`config.mk`:
```
export PLATFORM = sky130hd
export DESIGN_NAME = lsrc_front
export DESIGN_NICKNAME = d
export VERILOG_FILES = /design/src/hw/rtl/lsrc_pkg.sv /design/src/hw/rtl/lsrc_front.sv
export SDC_FILE = /design/constraint.sdc
export NUM_CORES = 1
export LEC_CHECK = 0
export BUFFER_PORTS_ARGS = -buffer_cell sky130_fd_sc_hd__buf_2
export CORE_MARGIN = 2
export CORE_UTILIZATION = 51
export CTS_CLUSTER_DIAMETER = 120
export DETAILED_ROUTE_END_ITERATION = 10
export GPL_ROUTABILITY_DRIVEN = 0
export PLACE_DENSITY = 0.75
export SYNTH_ARGS = -nofsm -noshare
export SYNTH_HDL_FRONTEND = slang
export SYNTH_SLANG_ARGS = --single-unit
```
`constraint.sdc`:
```
create_clock -name clk -period 7.22 [get_ports clk]
set_clock_uncertainty 0.2 [all_clocks]
set_input_delay 1.444 -clock clk [delete_from_list [all_inputs] [get_ports clk]]
set_output_delay 1.444 -clock clk [all_outputs]
set_load 0.005 [all_outputs]
```
`src/hw/rtl/lsrc_pkg.sv`:
```
// ---------------------------------------------------------------------------
// lsrc_pkg: shared codes of the line segment clipper
// Register indexes and the per-edge action codes passed from front to back.
// ---------------------------------------------------------------------------
`default_nettype none

package lsrc_pkg;

    localparam int unsigned REG_IDX_BITS = 3;

    localparam logic [REG_IDX_BITS-1:0] REG_CLIP_X = 3'd0;
    localparam logic [REG_IDX_BITS-1:0] REG_CLIP_Y = 3'd1;
    localparam logic [REG_IDX_BITS-1:0] REG_CLIP_W = 3'd2;
    localparam logic [REG_IDX_BITS-1:0] REG_CLIP_H = 3'd3;

    // what the back end still has to do for one rectangle edge
    typedef enum logic [1:0] {
        EDGE_SKIP,
        EDGE_ENTER,
        EDGE_LEAVE
    } edge_act_t;

endpackage

`default_nettype wire

```
`src/hw/rtl/lsrc_front.sv`:
```
// ---------------------------------------------------------------------------
// lsrc_front: configuration and classification
// Holds the clip rectangle, sorts each segment into trivial cases and the
// general case, and prepares the edge ratios for the back end.
// ---------------------------------------------------------------------------
`default_nettype none

module lsrc_front #(
    parameter int W = 16
) (
    input  wire logic                            clk,
    input  wire logic                            rst_n,
    input  wire logic                            cfg_we,
    input  wire logic [lsrc_pkg::REG_IDX_BITS-1:0] cfg_index,
    input  wire logic [W-1:0]                    cfg_data,
    input  wire logic                            in_valid,
    output logic                                 in_ready,
    input  wire logic signed [W-1:0]             x_start,
    input  wire logic signed [W-1:0]             y_start,
    input  wire logic signed [W-1:0]             x_end,
    input  wire logic signed [W-1:0]             y_end,
    output logic                                 fq_valid,
    input  wire logic                            fq_ready,
    output logic [14*W+11:0]                     fq_data
);

    typedef struct packed {
        logic                             gen;
        logic                             vis;
        logic [W-1:0]                     cx0;
        logic [W-1:0]                     cy0;
        logic [W-1:0]                     cx1;
        logic [W-1:0]                     cy1;
        logic                             sgx;
        logic                             sgy;
        logic [W-1:0]                     magx;
        logic [W-1:0]                     magy;
        lsrc_pkg::edge_act_t [3:0]        act;
        logic [3:0][W-1:0]                num;
        logic [3:0][W-1:0]                den;
    } fq_t;

    localparam logic signed [W-1:0] CMAX = {1'b0, {(W-1){1'b1}}};

    logic signed [W-1:0] clip_x_reg, clip_y_reg, clip_w_reg, clip_h_reg;
    logic                v_reg;
    fq_t                 item_reg;
    fq_t                 item_next;

    logic signed [W:0]   ex2w, ey2w, dx, dy, ndx, ndy;
    logic signed [W-1:0] ex1, ey1, ex2, ey2;
    logic signed [W:0]   q [4];
    logic signed [W:0]   sn;
    logic [3:0]          pneg;
    logic [3:0]          rej;
    logic                empty, outside;

    function automatic logic signed [W-1:0] clampc(input logic signed [W-1:0] v,
                                                   input logic signed [W-1:0] lo,
                                                   input logic signed [W-1:0] hi);
        logic signed [W-1:0] r;
        r = v;
        if (r < lo)
        begin
            r = lo;
        end
        if (r > hi)
        begin
            r = hi;
        end
        return r;
    endfunction

    always_ff @(posedge clk or negedge rst_n)
    begin
        if (!rst_n)
        begin
            clip_x_reg <= '0;
            clip_y_reg <= '0;
            clip_w_reg <= '0;
            clip_h_reg <= '0;
        end
        else if (cfg_we)
        begin
            case (cfg_index)
                lsrc_pkg::REG_CLIP_X: clip_x_reg <= cfg_data;
                lsrc_pkg::REG_CLIP_Y: clip_y_reg <= cfg_data;
                lsrc_pkg::REG_CLIP_W: clip_w_reg <= cfg_data;
                lsrc_pkg::REG_CLIP_H: clip_h_reg <= cfg_data;
                default: ;
            endcase
        end
    end

    always_comb
    begin
        ex1  = clip_x_reg;
        ey1  = clip_y_reg;
        ex2w = {clip_x_reg[W-1], clip_x_reg} + {clip_w_reg[W-1], clip_w_reg} - (W+1)'(1);
        ey2w = {clip_y_reg[W-1], clip_y_reg} + {clip_h_reg[W-1], clip_h_reg} - (W+1)'(1);
        // far edges may run past the coordinate range
        ex2  = (ex2w > $signed({1'b0, CMAX})) ? CMAX : ex2w[W-1:0];
        ey2  = (ey2w > $signed({1'b0, CMAX})) ? CMAX : ey2w[W-1:0];

        empty   = (clip_w_reg <= 0) || (clip_h_reg <= 0);
        outside = (x_start < ex1 && x_end < ex1) || (x_start > ex2 && x_end > ex2) ||
                  (y_start < ey1 && y_end < ey1) || (y_start > ey2 && y_end > ey2);

        dx  = {x_end[W-1], x_end} - {x_start[W-1], x_start};
        dy  = {y_end[W-1], y_end} - {y_start[W-1], y_start};
        ndx = -dx;
        ndy = -dy;

        q[0] = {x_start[W-1], x_start} - {ex1[W-1], ex1};
        q[1] = {ex2[W-1], ex2} - {x_start[W-1], x_start};
        q[2] = {y_start[W-1], y_start} - {ey1[W-1], ey1};
        q[3] = {ey2[W-1], ey2} - {y_start[W-1], y_start};
        pneg[0] = !dx[W];
        pneg[1] = dx[W];
        pneg[2] = !dy[W];
        pneg[3] = dy[W];

        item_next      = '0;
        item_next.cx0  = x_start;
        item_next.cy0  = y_start;
        item_next.cx1  = x_end;
        item_next.cy1  = y_end;
        item_next.sgx  = dx[W];
        item_next.sgy  = dy[W];
        item_next.magx = dx[W] ? ndx[W-1:0] : dx[W-1:0];
        item_next.magy = dy[W] ? ndy[W-1:0] : dy[W-1:0];

        for (int k = 0; k < 4; k++)
        begin
            item_next.den[k] = (k < 2) ? item_next.magx : item_next.magy;
            sn               = pneg[k] ? -q[k] : q[k];
            item_next.num[k] = sn[W-1:0];
            rej[k]           = 1'b0;
            item_next.act[k] = lsrc_pkg::EDGE_SKIP;
            if (pneg[k])
            begin
                if (!sn[W])
                begin
                    if (sn[W-1:0] > item_next.den[k])
                    begin
                        rej[k] = 1'b1;
                    end
                    else
                    begin
                        item_next.act[k] = lsrc_pkg::EDGE_ENTER;
                    end
                end
            end
            else
            begin
                if (sn[W])
                begin
                    rej[k] = 1'b1;
                end
                else if (sn[W-1:0] <= item_next.den[k])
                begin
                    item_next.act[k] = lsrc_pkg::EDGE_LEAVE;
                end
            end
        end

        if (!empty && !outside)
        begin
            if (y_start == y_end)
            begin
                item_next.vis = 1'b1;
                item_next.cx0 = clampc(x_start, ex1, ex2);
                item_next.cx1 = clampc(x_end, ex1, ex2);
            end
            else if (x_start == x_end)
            begin
                item_next.vis = 1'b1;
                item_next.cy0 = clampc(y_start, ey1, ey2);
                item_next.cy1 = clampc(y_end, ey1, ey2);
            end
            else
            begin
                item_next.gen = ~|rej;
            end
        end
    end

    assign in_ready = !v_reg || fq_ready;
    assign fq_valid = v_reg;
    assign fq_data  = item_reg;

    always_ff @(posedge clk or negedge rst_n)
    begin
        if (!rst_n)
        begin
            v_reg <= 1'b0;
        end
        else if (in_valid && in_ready)
        begin
            v_reg <= 1'b1;
        end
        else if (fq_ready)
        begin
            v_reg <= 1'b0;
        end
    end

    always_ff @(posedge clk)
    begin
        if (in_valid && in_ready)
        begin
            item_reg <= item_next;
        end
    end

endmodule

`default_nettype wire

```
Yosys cells after proc, flatten, opt, wreduce, memory -nomap -nowiden. Cells that the tools add are included. Widths: inputs -> output; s select.

Register bits: 237. Input bits: 88. Output and inout bits: 238. Logic and storage cells: 165.

$add $sub $neg: 16. Magnitude comparators: 24. Equality and inequality tests: 5. Multiplexer cells: 73. Bitwise operators: 1. Reductions and logical operators: 23.

Operators with widths (number): $mux 16 (28); $gt 16x16->1 (12); $sub 16x16->17 (6); $mux 17 (4); $neg 17->17 (4); $le 16x16->1 (4); $lt 16x16->1 (4); $mux 64 (1); $add 16x16->17 (2); $gt 17x16->1 const B (2); $sub 17x1->17 const B (2); $eq 16x16->1 (2); $le 16x1->1 const B (2); $neg 16->16 (2); $mux 1 (28); $mux 2 (12); $reduce_and 2->1 (4); $eq 3x2->1 const B (2); $logic_and 1x1->1 (6); $logic_or 1x1->1 (5); $logic_not 1->1 (4); $reduce_or 4->1 (1); $eq 3x1->1 const B (1); $logic_not 3->1 (1); 3 further kinds (3).

Logic depth before layout (Yosys ltp).
Depth after elaboration: 17. Mapped depth: 38. Mapped depth without buffers: 36.

Worst setup path before layout. OpenSTA, ideal clock, no wires.

Path kind: register to register. From: register clip_x_reg[1]. To: register item_reg (netlist bit fq_data[235]) (data pin). Setup time: 0.167 ns. Data arrival time: 7.496 ns. Data required time: 6.853 ns. Path slack: -0.644 ns. Cell stages (with the launch flop): 38. Path buffers: 3. Clock period less this slack: 7.864 ns. Cell sequence: dfrtp_1 > inv_1 > ha_1 > inv_1 > ha_1 > fa_1 > a21o_1 > a21oi_1 > o21bai_1 > a21o_1 > a211oi_1 > mux2i_1 > and2_1 > o21ba_2 > buf_2 > clkbuf_1 > or2_2 > ha_1 > [... 2 more ...] > a311o_1 > a31o_1 > a21oi_2 > xnor2_1 > nor4_1 > nor2_1 > xnor2_1 > ha_1 > a21oi_1 > o21ai_0 > a21o_1 > a211oi_1 > nor2_1 > a211oi_1 > a31oi_1 > and3_1 > a311o_1 > a221oi_2.

RTL lines: start: declaration (RTL line lsrc_front.sv:45) `logic signed [W-1:0] clip_x_reg, clip_y_reg, clip_w_reg, clip_h_reg;`; start signal: assignment (RTL line lsrc_front.sv:86) `lsrc_pkg::REG_CLIP_X: clip_x_reg <= cfg_data;`; end signal: assignment (RTL line lsrc_front.sv:212) `item_reg <= item_next;`; end: declaration (RTL line lsrc_front.sv:47) `fq_t item_reg;`.

==> metrics <==
outcome complete, but fails checks; violated checks negative setup slack; reg2reg setup slack -320 ps; nets@finish roughly 3700; starting density of the core just over 50%; TritonCTS buffer count 25; CP Class reg -> reg; Slowest cell on crit path or4_4; DR vias roughly 24000; vias in the first global route ~23000; CP Max Fanout 3; post-synthesis net count 3275; leading area contributor after synthesis edfxtp_1; pin count of the biggest net entering global routing 133; final wirelength just over 80000 um; DRC viols 0; Port Buffers approximately 330; Die Wd approximately 220 um; share of cells above drive strength 1 between 20% and 30%; unrepaired setup endpoints after global routing yes; initial DRC count about 2800; GRT overflow 0; clk sinks about 240; Max Clk Rate 0.1327 GHz; Seq/Total Area, Yosys approximately 28%; CP Launch Point clip_w_reg[1]; launch point of the worst reg-to-reg path clip_w_reg[1]; HPWL Detailed between 60000 and 70000 um; htree depth 1; aggregate negative setup slack -317.4 ps; Max-Cap Viols 0; final hold violations 0; CTS root buf clkbuf_16; antenna violations before repair 5; Post-synth EDFFs ~170; slowest stage delay, CP about 560 ps; Yosys top cell area share a little over a fifth; worst setup margin -317.4 ps; Fill cells between 3000 and 4000; first-pass GRT wire length ~120000 um; vias per std cell between 6 and 7; Distinct cells, synth 81; Max Slew Vio Count 0; height of the die between 200 and 250 um; CTS Hold Buffers Added 0; 1st-pass router iterations 8; area delta synth->final 22.08%; Largest register FFs about 170; final setup violation count 1; Seq cells post-synth about 240; synth warn 0; period utilization 104.4%; Synth Instances approximately 2800; drt wl/cell between 20 and 25 um; row count 80; Final Cell Area between 0.02 and 0.03 mm2; reg2reg path depth 33; mapped cell area about 0.024 mm2; CP Capture Point fq_data[235]; critical path arrival ~7700 ps; Post-synth ARST share a little over a quarter; worst hold path type reg -> reg; fin crit period approximately 7500 ps; type of origin of the critical path register; Worst path most repeated cell ha_4; register area 0.006792 mm2; core area approximately 0.048 mm2; global-route usage over all layers 31.18%; Final ANT Viol Nets 0; CTS tree yes; io pins about 330; relative slew slack a little over a third; r2r endpoint fq_data[235]; worst path required time 7330 ps; endpoint class of the critical path register; die area about 0.050 mm2; placed cell area around 0.028 mm2; worst skew pair latency 580 ps; CTS Buffer Depth 3; multi-input logic area 0.01674 mm2; Slew @ Worst Pin 945.8 ps; ys flop type edfxtp_1; Area contributors post-synth edfxtp_1 21%, ha_1 18%, dfrtp_1 6.7%; Clock transition at path regs approximately 60 ps; syn avg cell area about 8.7 um2
[cell families (layout without fill, tap and decap cells)]
kind of cell,after synthesis,in the layout,share of synthesized area [%]
muxes,58,58,2.575
xor gates and xnor gates,172,172,6.165
and+or+nand+nor,823,823,17.02
DFF,237,237,27.79
adders and majority gates,363,363,18.83
AOI/OAI and AO/OA,746,746,20.00
buffers and inverters,425,914,7.619
other,0,3,0
[how the worst min path moves through the flow]
stage / startpoint / end / slack (ps) / cells past startpoint
final: fq_valid / fq_valid / 330 / 2
after global routing: clip_h_reg[11] / clip_h_reg[11] / 370 / 1
after CTS: fq_valid / fq_valid / 330 / 2
after detailed placement: fq_valid / fq_valid / 320 / 2
after global placement: fq_valid / fq_valid / 310 / 2
after floorplan: clip_h_reg[11] / clip_h_reg[11] / 300 / 1
[synthesized netlist by cell type (50+ instances only)]
cell type  number
edfxtp_1      172
nand2_1       218
a21o_1         76
a21oi_1       157
xnor2_1       116
o21ai_0       209
ha_1          355
nand2b_1       50
clkbuf_1       64
xor2_1         56
inv_1         280
dfrtp_1        65
buf_4          64
nor2_1        176
nor3_1         64
[cell type report]
cell class	count	share of cell area, %
multi-input combinational	2162	56.13
sequential	237	22.77
timing repair buffer	588	12.37
inverter	282	3.548
tap	615	2.579
clock buffer	32	2.219
clock inverter	12	0.3691
antenna	3	0.02516
[layer usage]
layer	up-vias	wire length, um	global-route usage [%]	part of all wire (%)
li1	11170	-	-	-
met1	11330	34400	42.39	42
met2	1258	35590	48.81	44
met3	247	7459	4.873	9.1
met4	4	4322	14.59	5.3
met5	-	31	0	0.038
[placed cells by master (no fill, tap or decap), types with 16 or more instances in the layout]
| master | synthesis | layout |
|---|---|---|
| ha_1 | 355 | 339 |
| buf_2 | 9 | 325 |
| inv_1 | 280 | 269 |
| buf_4 | 64 | 253 |
| nand2_1 | 218 | 214 |
| o21ai_0 | 209 | 183 |
| edfxtp_1 | 172 | 172 |
| nor2_1 | 176 | 165 |
| a21oi_1 | 157 | 136 |
| xnor2_1 | 116 | 109 |
| a21o_1 | 76 | 75 |
| dfrtp_1 | 65 | 65 |
| nor3_1 | 64 | 58 |
| xor2_1 | 56 | 56 |
| nand2b_1 | 50 | 50 |
| nand4_1 | 47 | 47 |
| nand3_1 | 47 | 45 |
| o21a_1 | 41 | 41 |
| nor2b_1 | 41 | 40 |
| mux2_2 | 39 | 39 |
| or2_2 | 43 | 35 |
| o211ai_1 | 33 | 33 |
| o31ai_1 | 29 | 27 |
| clkbuf_16 | 0 | 26 |
| o21ai_1 | 3 | 23 |
| or3_1 | 26 | 23 |
| a21oi_2 | 2 | 21 |
| o311ai_0 | 21 | 21 |
| and3_1 | 20 | 20 |
| and2_1 | 21 | 18 |
| a211oi_1 | 25 | 17 |
| mux2i_1 | 19 | 17 |
| nor4_1 | 20 | 16 |
[timing repair]
item,in CTS,in global routing
cloned,0,1
resized for setup,38,153
setup buffers,21,33
endpoints found under the setup margin,5,69
pin swaps,29,81
[critical path: cells and delay by family (launching register included)]
family          cells  cell delay (ps)
compound gates     16             3310
fa+ha+maj           6             1500
simple gates        5             1280
flops               1              360
mux                 1              280
xor+xnor            2              210
buf+inv             3              130
[stage by stage]
step	hold slack [ps]	util (%)	setup WS [ps]	instances
after CTS	332.2	60.79	-160.0	3897
after floorplan	302.5	-	-23.67	2824
final	325.6	62.74	-317.4	3931
after global placement	305.4	58.53	-234.2	3832
after global routing	366.7	62.74	-595.6	3930
after detailed placement	319.3	58.53	-614.6	3832
Power is left out: the tool's default activity adds up to more than one toggle a clock period on the data nets, which glitch-free logic cannot reach.
