[src/hw/rtl/lsrc_fifo.sv]
// ---------------------------------------------------------------------------
// lsrc_fifo: short queue between front and back
// Four entries, so either side can stall without holding the other.
// ---------------------------------------------------------------------------
`default_nettype none

module lsrc_fifo #(
    parameter int DW = 8
) (
    input  wire logic          clk,
    input  wire logic          rst_n,
    input  wire logic          wr_valid,
    output logic               wr_ready,
    input  wire logic [DW-1:0] wr_data,
    output logic               rd_valid,
    input  wire logic          rd_ready,
    output logic [DW-1:0]      rd_data
);

    localparam int DEPTH = 4;
    localparam int AW    = $clog2(DEPTH);

    logic [DW-1:0] mem_reg [DEPTH];
    logic [AW-1:0] wp_reg, rp_reg;
    logic [AW:0]   cnt_reg;
    logic          push, pop;

    assign wr_ready = cnt_reg != (AW+1)'(DEPTH);
    assign rd_valid = cnt_reg != '0;
    assign rd_data  = mem_reg[rp_reg];
    assign push     = wr_valid && wr_ready;
    assign pop      = rd_valid && rd_ready;

    always_ff @(posedge clk or negedge rst_n)
    begin
        if (!rst_n)
        begin
            wp_reg  <= '0;
            rp_reg  <= '0;
            cnt_reg <= '0;
        end
        else
        begin
            if (push)
            begin
                wp_reg <= wp_reg + AW'(1);
            end
            if (pop)
            begin
                rp_reg <= rp_reg + AW'(1);
            end
            if (push && !pop)
            begin
                cnt_reg <= cnt_reg + (AW+1)'(1);
            end
            else if (pop && !push)
            begin
                cnt_reg <= cnt_reg - (AW+1)'(1);
            end
        end
    end

    always_ff @(posedge clk)
    begin
        if (push)
        begin
            mem_reg[wp_reg] <= wr_data;
        end
    end

endmodule

`default_nettype wire

[config.mk]
export PLATFORM = sky130hd
export DESIGN_NAME = lsrc_fifo
export DESIGN_NICKNAME = d
export VERILOG_FILES = /design/src/hw/rtl/lsrc_fifo.sv
export SDC_FILE = /design/constraint.sdc
export NUM_CORES = 1
export LEC_CHECK = 0
export BUFFER_PORTS_ARGS = -buffer_cell sky130_fd_sc_hd__clkbuf_2
export CORE_MARGIN = 5
export CORE_UTILIZATION = 41
export DETAILED_ROUTE_END_ITERATION = 16
export SYNTH_ARGS = -nofsm -noshare
export SYNTH_HDL_FRONTEND = slang
export SYNTH_SLANG_ARGS = --single-unit
[constraint.sdc]
create_clock -name clk -period 2.3 [get_ports clk]
set_clock_uncertainty 0.1 [all_clocks]
set_input_delay 0.23 -clock clk [delete_from_list [all_inputs] [get_ports clk]]
set_output_delay 0.23 -clock clk [all_outputs]
set_load 0.005 [all_outputs]
======== Word-level counts from Yosys, hierarchy flattened ========
Memories as Yosys holds them, arrays and structs flattened.
Cells that the tools add are included.
storage, ports and cells
  word-level logic and storage cells ...... 21
  input bits .............................. 12
  flip-flop bits (word level) ............. 7
  output and inout port bits .............. 10
  memories ................................ 1
  bits in writable memories ............... 32
operators by class
  add/sub/neg operators ................... 4
  equality and inequality tests ........... 1
  muxes and demuxes ....................... 4
  reductions and logical operators ........ 8
memories
  name     depth  bits a word  read ports  clocked after memory_dff  wr ports  RTL line  text
  mem_reg  4      8            1           0                         1         23        logic [DW-1:0] mem_reg [DEPTH];
operators with widths
  operator                                                             number
  3-bit 2-to-1 mux                                                     2
  2-bit by 1-bit adder with 2-bit output (second input constant)       2
  1-bit logical AND                                                    4
  3-bit by 1-bit adder with 3-bit output (second input constant)       1
  3-bit != test (second input constant)                                1
  3-bit nonzero test                                                   1
  3-bit by 1-bit subtractor with 3-bit output (second input constant)  1
  1-bit logical NOT                                                    2
  1-bit 2-to-1 mux                                                     2
  2-bit nonzero test                                                   1

======== Depth between registers and ports, before layout ========
Gate-level depths: netlist of the first run.
  word-level depth ........................ 6
  mapped depth ............................ 8
  depth with buffers taken out ............ 8

======== Least setup slack after synthesis of the first run ========
OpenSTA, ideal clock, no wires.
  kind .................................... register to register
  start ................................... register cnt_reg[0]
  end ..................................... register cnt_reg[2]
  path buffers ............................ 0
  period minus slack after synthesis ...... 2.050 ns
  required time ........................... 2.121 ns
  stages on the path, launching flop included .. 9
  arrival ................................. 1.871 ns
  slack ................................... 0.250 ns
  setup time .............................. 0.079 ns
  path through ............................ dfrtp_1 -> or3_4 -> nand2_4 -> ha_1 -> inv_1 -> fa_1 -> xor2_1 -> nor2_1 -> xor2_1
between the ends
  word-level cells in the longest chain between the ends .. 5
  elaborated cells on any way between the ends .. 13
  classes of those cells .................. 2 x add/sub; 1 x eq/ne; 2 x mux; 8 x reduce/logical
ends and longest elaborated chain
  what                                                    RTL line  text
  start: declaration                                      25        logic [AW:0] cnt_reg;
  start signal: assignment                                54        cnt_reg <= cnt_reg + (AW+1)'(1);
  start signal: assignment                                58        cnt_reg <= cnt_reg - (AW+1)'(1);
  3-bit nonzero test (*)                                  29        assign rd_valid = cnt_reg != '0;
  named net rd_valid                                      15        output logic rd_valid,
  1-bit logical AND (*)                                   32        assign pop = rd_valid && rd_ready;
  1-bit logical NOT                                       52        if (push && !pop)
  1-bit logical AND                                       52
  3-bit 2-to-1 mux or 2-bit nonzero test (tied branches)  --
The timed path passes the listed nets; every way through them passes the cells marked *. The select of a mux whose other input is x is not followed.
A chain may end at the register's enable or synchronous reset.

======== Worst setup path after layout of the first run ========
  start ................................... register cnt_reg[0]
  end ..................................... register cnt_reg[2]
between the ends
  word-level cells in the longest chain between the ends .. 5
  elaborated cells on any way between the ends .. 13
  classes of those cells .................. 2 x add/sub; 1 x eq/ne; 2 x mux; 8 x reduce/logical
ends and longest elaborated chain
  what
  parallel branches: the longest is 5 deep, another holds 3-bit by 1-bit subtractor with 3-bit output
Parallel ways; which one is timed is not known. The select of a mux whose other input is x is not followed.

==> run_results.csv, run 1 <==
group,metric,value,unit
placed_design,io_buffers,21,
power,p_int,1.692,mW
global_route,use_met3,3.601,%
global_route,antenna_found_initial,0,
floorplan,start_util,42.94,%
sta,rsz0062_at_grt,"no",
cells_and_area,antenna_cells,0,
power,swShare,28.69,%
critical_path,crit_slowest_cell,"dfrtp_2",
clock_tree,clk-insertion-delay-late,0.29,ns
placed_design,postPlaceCellArea,1752,um^2
power,power_per_cell_area,1255,nW/um^2
global_route,grt_pass1_wl,4.105,mm
global_route,grtUsageTotal,11.27,%
synthesis,yosys.area.top_type,"edfxtp_1",
sta,fin_setup_tns,0,ns
sta,fmax,462.3,MHz
clock_tree,cts_sinks,39,
floorplan,pin_count,22,
routing,vias_per_cell,4.828,
synthesis,synth_top_area_share,60.66,%
critical_path,ff2ff_setup_slack,0.14,ns
cells_and_area,largest_reg_flops,32,
synthesis,synth_area_per_cell,20.57,um^2
worst_hold_path,hold_class,"in -> reg",
routing,dr_total_vias,758,
critical_path,critPathLaunchType,"flip-flop",
power,finalPower,2.373,mW
cells_and_area,final_area,1891,um^2
cells_and_area,syn_to_final_growth,19.35,%
sta,drv_slew,0,
global_route,gr-usage-met2,18.40,%
placed_design,place_inst,146,
power,p_leak,0.7141,nW
global_route,grt_max_degree,14,
critical_path,critPathArrivalTime,2.28,ns
floorplan,die_area,5206,um^2
floorplan,die_w,72.16,um
critical_path,slowest_delay,0.45,ns
sta,hold_viol,0,
synthesis,synthCells,77,
global_route,grt_remaining_overflow,0,
synthesis,synthesis.nets,95,
global_route,grt_pass1_vias,843,
synthesis,yosys_warnings,0,
critical_path,path_class,"reg -> reg",
run_status,status,"finished clean",
cells_and_area,fin_cells,157,
power,p_sw,0.6810,mW
routing,drt_wl_total,2.504,mm
clock_tree,clock_path_buffers,2,
global_route,grtUsageMet1,12.83,%
synthesis,yosys.cell_types.count,20,
critical_path,cp_common_cell,"xor2_1",
routing,drtIter0Drc,41,
sta,setup_violations,0,
critical_path,cpLargestDelayFamily,"simple AND/OR/NAND/NOR gates",
routing,firstDrtPassIters,3,
sta,slew_headroom,62.01,%
critical_path,crit_chain,"or3_4 > nand2_4 > ha_1 > inv_1 > fa_1 > xor2_1 > nor2_1 > xor2_1",
critical_path,cp.buffers_inverters,1,
synthesis,ys_seq_elements,39,
clock_tree,cts_inserted_buffers,5,
critical_path,crit_fanout,4,
clock_tree,cts_tree,"built",
floorplan,core_area,3689,um^2
sta,tightest_slew,0.5698,ns
synthesis,ys_seq_area_share,71.72,%
sta,min_period,2.163,ns
power,vdd_drop_max,584.3,uV
floorplan,die_y,72.16,um
power,combPwrFrac,29.6,%
power,clock_power_share,23.4,%
synthesis,syn_area,1584,um^2
run,drv_cap,0,
power,p_seq_share,47.0,%
placed_design,place_congestion,0.6665,
cells_and_area,nets,126,
cells_and_area,drive_above_1_share,44.95,%
sta,period_share,94.05,%
global_route,top_usage_layer,"met2",
clock_tree,root_buffer,"clkbuf_8",
clock_tree,htreeDepth,2,
critical_path,cp.required,2.42,ns
floorplan,rows,22,
routing,route.detailed.drc,0,
clock_tree,path_clk_slew,0.07,ns
routing,wl_per_cell,15.95,um
synthesis,synth.area.top_cells,"edfxtp_1 61%, mux4_2 11%, dfrtp_1 11%, ha_1 3.9%, xnor2_1 2.2%",
critical_path,crit_path_end_kind,"flip-flop",
routing,ant_nets,0,
[layer usage]
layer | part of all wire [%] | routed length (um) | vias up
li1 | - | - | 354
met1 | 40 | 992 | 384
met2 | 54 | 1355 | 14
met3 | 4.1 | 102 | 6
met4 | 2.1 | 53 | 0
met5 | 0 | 0 | -
[synth_stat cells]
library cell / number
edfxtp_1: 32
mux4_2: 8
inv_1: 3
nand2_4: 1
mux2_4: 1
clkbuf_2: 1
and2_1: 4
nor2_1: 1
dfrtp_1: 7
mux2_2: 1
xor2_1: 2
ha_1: 5
a21boi_2: 1
or3_4: 1
nand3_2: 1
xnor2_1: 4
nand2_1: 1
buf_4: 1
fa_1: 1
nor2_2: 1
[layout make-up]
| type | count | area, um^2 |
|---|---|---|
| Tap cell | 48 | 60.06 |
| Clock buffer | 5 | 68.82 |
| Sequential cell | 39 | 1137 |
| Clock inverter | 3 | 43.79 |
| Multi-Input combinational cell | 33 | 424.2 |
| Fill cell | 332 | 1798 |
| Inverter | 3 | 11.26 |
| Timing Repair Buffer | 26 | 145.1 |
[placed cells by master, fill, tap and decap left out, types with 2 or more instances in the layout]
master	instances
inv_1	3
dfrtp_1	6
clkbuf_2	21
edfxtp_1	32
clkbuf_8	5
and2_1	4
buf_4	4
xor2_1	2
xnor2_1	4
ha_1	5
mux4_2	8
[repair_timing]
action | 4_1_cts | 5_1_grt
hold endpoints to repair | 7 | 0
hold buffers | 1 | 0
setup buffers | 0 | 2
endpoints found under the setup margin | 0 | 1
resized for setup | 0 | 1
[worst reg2reg max path, stage by stage, from the launching register on]
cell and delay [ns]:
dfrtp_2 0.45, or3_4 0.41, nand2_4 0.09, ha_1 0.17, inv_1 0.06, fa_1 0.37, xor2_1 0.15, nor2_1 0.14
xor2_1 0.16
[logic make-up (layout without fill, tap and decap cells)]
kind of cell / count (synthesis) / count (layout) / share of synthesized area [%]
DFF: 39 / 39 / 71.72
buffers and inverters: 5 / 37 / 1.501
xor gates and xnor gates: 6 / 6 / 3.318
AOI/OAI and AO/OA: 1 / 1 / 0.7108
and+or+nand+nor: 10 / 10 / 4.502
muxes: 10 / 10 / 13.03
adders and majority gates: 6 / 6 / 5.213
[power groups by stage]
stage / logic (mW) / registers (mW) / clock network, mW
2_1_floorplan: 0.543 / 1.04 / 0
6_report: 0.703 / 1.12 / 0.555
5_1_grt: 0.771 / 1.14 / 0.614
3_5_place_dp: 0.690 / 1.14 / 0
3_3_place_gp: 0.681 / 1.13 / 0
4_1_cts: 0.695 / 1.13 / 0.572
[per-stage QoR]
| step | worst slack [ns] | hold WS, ns | util [%] |
|---|---|---|---|
| after floorplan | 0.2499 | -0.1656 | - |
| after global placement | 0.2023 | -0.01751 | 47.49 |
| after detailed placement | 0.1324 | -0.02001 | 47.49 |
| after CTS | 0.1200 | 0.04834 | 50.81 |
| after global routing | 0.07284 | 0.04476 | 51.26 |
| final | 0.1369 | 0.05598 | 51.26 |
[final timing paths]
path / start / to / cells after the start
max reg2reg: cnt_reg[0]$_DFFE_PN0P_ / cnt_reg[2]$_DFFE_PN0P_ / 8
max in group asynchronous: rst_n / cnt_reg[0]$_DFFE_PN0P_ / 2
max: cnt_reg[0]$_DFFE_PN0P_ / cnt_reg[2]$_DFFE_PN0P_ / 8
min in group asynchronous: rst_n / cnt_reg[2]$_DFFE_PN0P_ / 2
min: wr_data[2] / mem_reg[2][2]$_DFFE_PP_ / 1
min reg2reg: cnt_reg[0]$_DFFE_PN0P_ / cnt_reg[0]$_DFFE_PN0P_ / 1
(Power assumes the default switching activity.)
==> run 2: changes to the inputs <==
--- a/config.mk
+++ b/config.mk
@@ -6,9 +6,11 @@
 export NUM_CORES = 1
 export LEC_CHECK = 0
 export BUFFER_PORTS_ARGS = -buffer_cell sky130_fd_sc_hd__clkbuf_2
+export CORE_ASPECT_RATIO = 0.9
 export CORE_MARGIN = 5
 export CORE_UTILIZATION = 41
 export DETAILED_ROUTE_END_ITERATION = 16
+export SLEW_MARGIN = 15
 export SYNTH_ARGS = -nofsm -noshare
 export SYNTH_HDL_FRONTEND = slang
 export SYNTH_SLANG_ARGS = --single-unit
==> run 2 against run 1 <==
Net effect: combinational power is 9.2% higher; register-to-register slack better by 0.02 ns; setup slack better by 0.024 ns; worst hold slack better by 0.0066 ns; final area is 1.1% lower; sequential power hardly changed; cell count is 1.3% lower; critical path depth stayed put; non-clock buffer count stayed put; clock-buffer cell count is 1 higher; flip-flop and latch count stayed put; first-iteration DRC count is 56% lower; largest cell class unchanged.
==> run_results.csv, run 2 (synthesis gave the netlist of run 1 again) <==
group,metric,value,unit
placed_design,place_congestion,0.8055,
placed_design,io_buffers,21,
cells_and_area,antenna_cells,0,
routing,ant_nets,0,
global_route,grtUsageTotal,11.16,%
critical_path,reg2reg_depth,8,
sta,rsz0062_at_grt,"no",
clock_tree,clock_path_buffers,2,
clock_tree,root_buffer,"clkbuf_8",
power,p_leak,0.7032,nW
routing,vias_per_cell,4.877,
global_route,grt_pass1_vias,806,
clock_tree,cts_sinks,39,
critical_path,slowest_delay,0.43,ns
sta,min_period,2.139,ns
sta,fmax,467.6,MHz
power,power_per_cell_area,1217,nW/um^2
sta,fin_setup_tns,0,ns
critical_path,cp.required,2.41,ns
routing,route.detailed.drc,0,
floorplan,core_area,3731,um^2
critical_path,crit_fanout,3,
cells_and_area,drive_above_1_share,43.12,%
critical_path,crit_chain,"or3_4 > nand2_4 > ha_1 > inv_1 > fa_1 > xor2_1 > nor2_1 > xor2_1",
floorplan,start_util,42.45,%
placed_design,place_inst,144,
sta,drv_slew,0,
critical_path,crit_slowest_cell,"or3_4",
power,vdd_drop_max,487.5,uV
critical_path,critPathLaunchType,"flip-flop",
critical_path,path_class,"reg -> reg",
critical_path,cp.depth,8,
cells_and_area,nFillCells,323,
worst_hold_path,hold_depth,1,
critical_path,crit_path_end,"cnt_reg[2]$_DFFE_PN0P_",
routing,dr_total_vias,756,
cells_and_area,final_area,1869,um^2
floorplan,die_w,75.52,um
clock_tree,path_clk_slew,0.07,ns
clock_tree,clk-insertion-delay-late,0.28,ns
sta,slew_headroom,69.66,%
routing,wl_per_cell,15.74,um
cells_and_area,syn_to_final_growth,18.01,%
global_route,antenna_found_initial,0,
cells_and_area,nets,126,
clock_tree,cts_inserted_buffers,5,
global_route,grt_max_degree,13,
critical_path,reg2reg_to,"cnt_reg[2]$_DFFE_PN0P_",
placed_design,dp_hpwl,1.713,mm
floorplan,pin_count,22,
floorplan,die_y,68.97,um
sta,tightest_slew,0.4551,ns
routing,firstDrtPassIters,4,
clock_tree,htreeDepth,2,
critical_path,critPathArrivalTime,2.25,ns
run,drv_cap,0,
sta,period_share,92.99,%
cells_and_area,final_cell_mix,"32 x edfxtp_1, 21 x clkbuf_2, 8 x mux4_2, 6 x dfrtp_1",
clock_tree,cts_tree,"built",
critical_path,cp.buffers_inverters,1,
critical_path,crit_path_start,"cnt_reg[2]$_DFFE_PN0P_",
power,finalPower,2.276,mW
global_route,grt_remaining_overflow,0,
floorplan,rows,21,
critical_path,cp_common_cell,"xor2_1",
routing,drtIter0Drc,18,
sta,setup_violations,0,
cells_and_area,final_common_cell,"edfxtp_1",
critical_path,reg2reg_from,"cnt_reg[2]$_DFFE_PN0P_",
critical_path,ff2ff_setup_slack,0.16,ns
routing,drt_wl_total,2.439,mm
run_status,status,"finished clean",
floorplan,die_area,5208,um^2
placed_design,postPlaceCellArea,1762,um^2
critical_path,crit_path_end_kind,"flip-flop",
global_route,grt_pass1_wl,3.884,mm
cells_and_area,fin_cells,155,
worst_hold_path,hold_class,"in -> reg",
sta,hold_viol,0,
cells_and_area,largest_reg_flops,32,
critical_path,cpLargestDelayFamily,"simple AND/OR/NAND/NOR gates",
==> run 2: changes by cell type in the layout (fill, tap and decap cells not counted) <==
cell | before | now
buf_4 | 4 | 3
bufinv_16 | 1 | 0
clkinv_4 | 1 | 0
clkinv_1 | 0 | 1
buf_12 | 0 | 1
clkbuf_1 | 0 | 1
==> run 2: routing by layer <==
layer | vias to the layer above | track usage, % | part of all wire, %
met5 | - | 0 | 0
met4 | 0 | 6.550 | 1.5
met3 | 3 | 5.072 | 4.1
met2 | 18 | 17.78 | 53
met1 | 382 | 12.25 | 41
li1 | 353 | - | -
==> run 2: power breakdown <==
| group | leakage, nW | switching (mW) | internal, mW | total, mW |
|---|---|---|---|---|
| Clock | 0.0426 | 0.213 | 0.208 | 0.421 |
| Sequential | 0.374 | 0.126 | 0.961 | 1.09 |
| Combinational | 0.287 | 0.329 | 0.438 | 0.768 |
| Total | 0.703 | 0.669 | 1.61 | 2.28 |
==> run 2: worst min path at each step <==
stage,start,endpoint,slack (ns)
after floorplan,rst_n,cnt_reg[0]$_DFFE_PN0P_,-0.17
after CTS,wr_data[7],mem_reg[0][7]$_DFFE_PP_,0.05
after global placement,rst_n,rp_reg[0]$_DFFE_PN0P_,-0.03
after detailed placement,rst_n,rp_reg[1]$_DFFE_PN0P_,-0.02
after global routing,wr_data[7],mem_reg[3][7]$_DFFE_PP_,0.05
final,wr_data[5],mem_reg[0][5]$_DFFE_PP_,0.06
==> run 2: layout make-up <==
type,instances,area (um^2),area share (%)
timing repair buffer,26,157.7,8.434
clock buffer,6,72.57,3.882
clock inverter,2,8.758,0.4685
sequential,39,1137,60.84
tap,46,57.56,3.079
inverter,3,11.26,0.6024
multi-input combinational,33,424.2,22.69
==> run 2: worst reg2reg max path, stage by stage (launching register included) <==
cell and delay, ns:
dfrtp_1 0.40, or3_4 0.43, nand2_4 0.09, ha_1 0.17, inv_1 0.06, fa_1 0.38
xor2_1 0.16, nor2_1 0.12, xor2_1 0.16
==> run 2: per-stage QoR <==
| step | hold slack [ns] | setup slack (ns) | utilization, % |
|---|---|---|---|
| global placement | -0.02529 | 0.2135 | 47.22 |
| floorplan | -0.1656 | 0.2499 | - |
| detailed placement | -0.02017 | 0.1382 | 47.22 |
| CTS | 0.04551 | 0.1134 | 49.66 |
| finish | 0.06255 | 0.1612 | 50.10 |
| global route | 0.04636 | 0.02081 | 50.10 |
==> run 2: repair_timing <==
action	CTS	global route
setup buffers	0	2
endpoints found under the setup margin	0	1
resized for setup	0	1
hold buffers	1	0
endpoints found under the hold margin	7	0
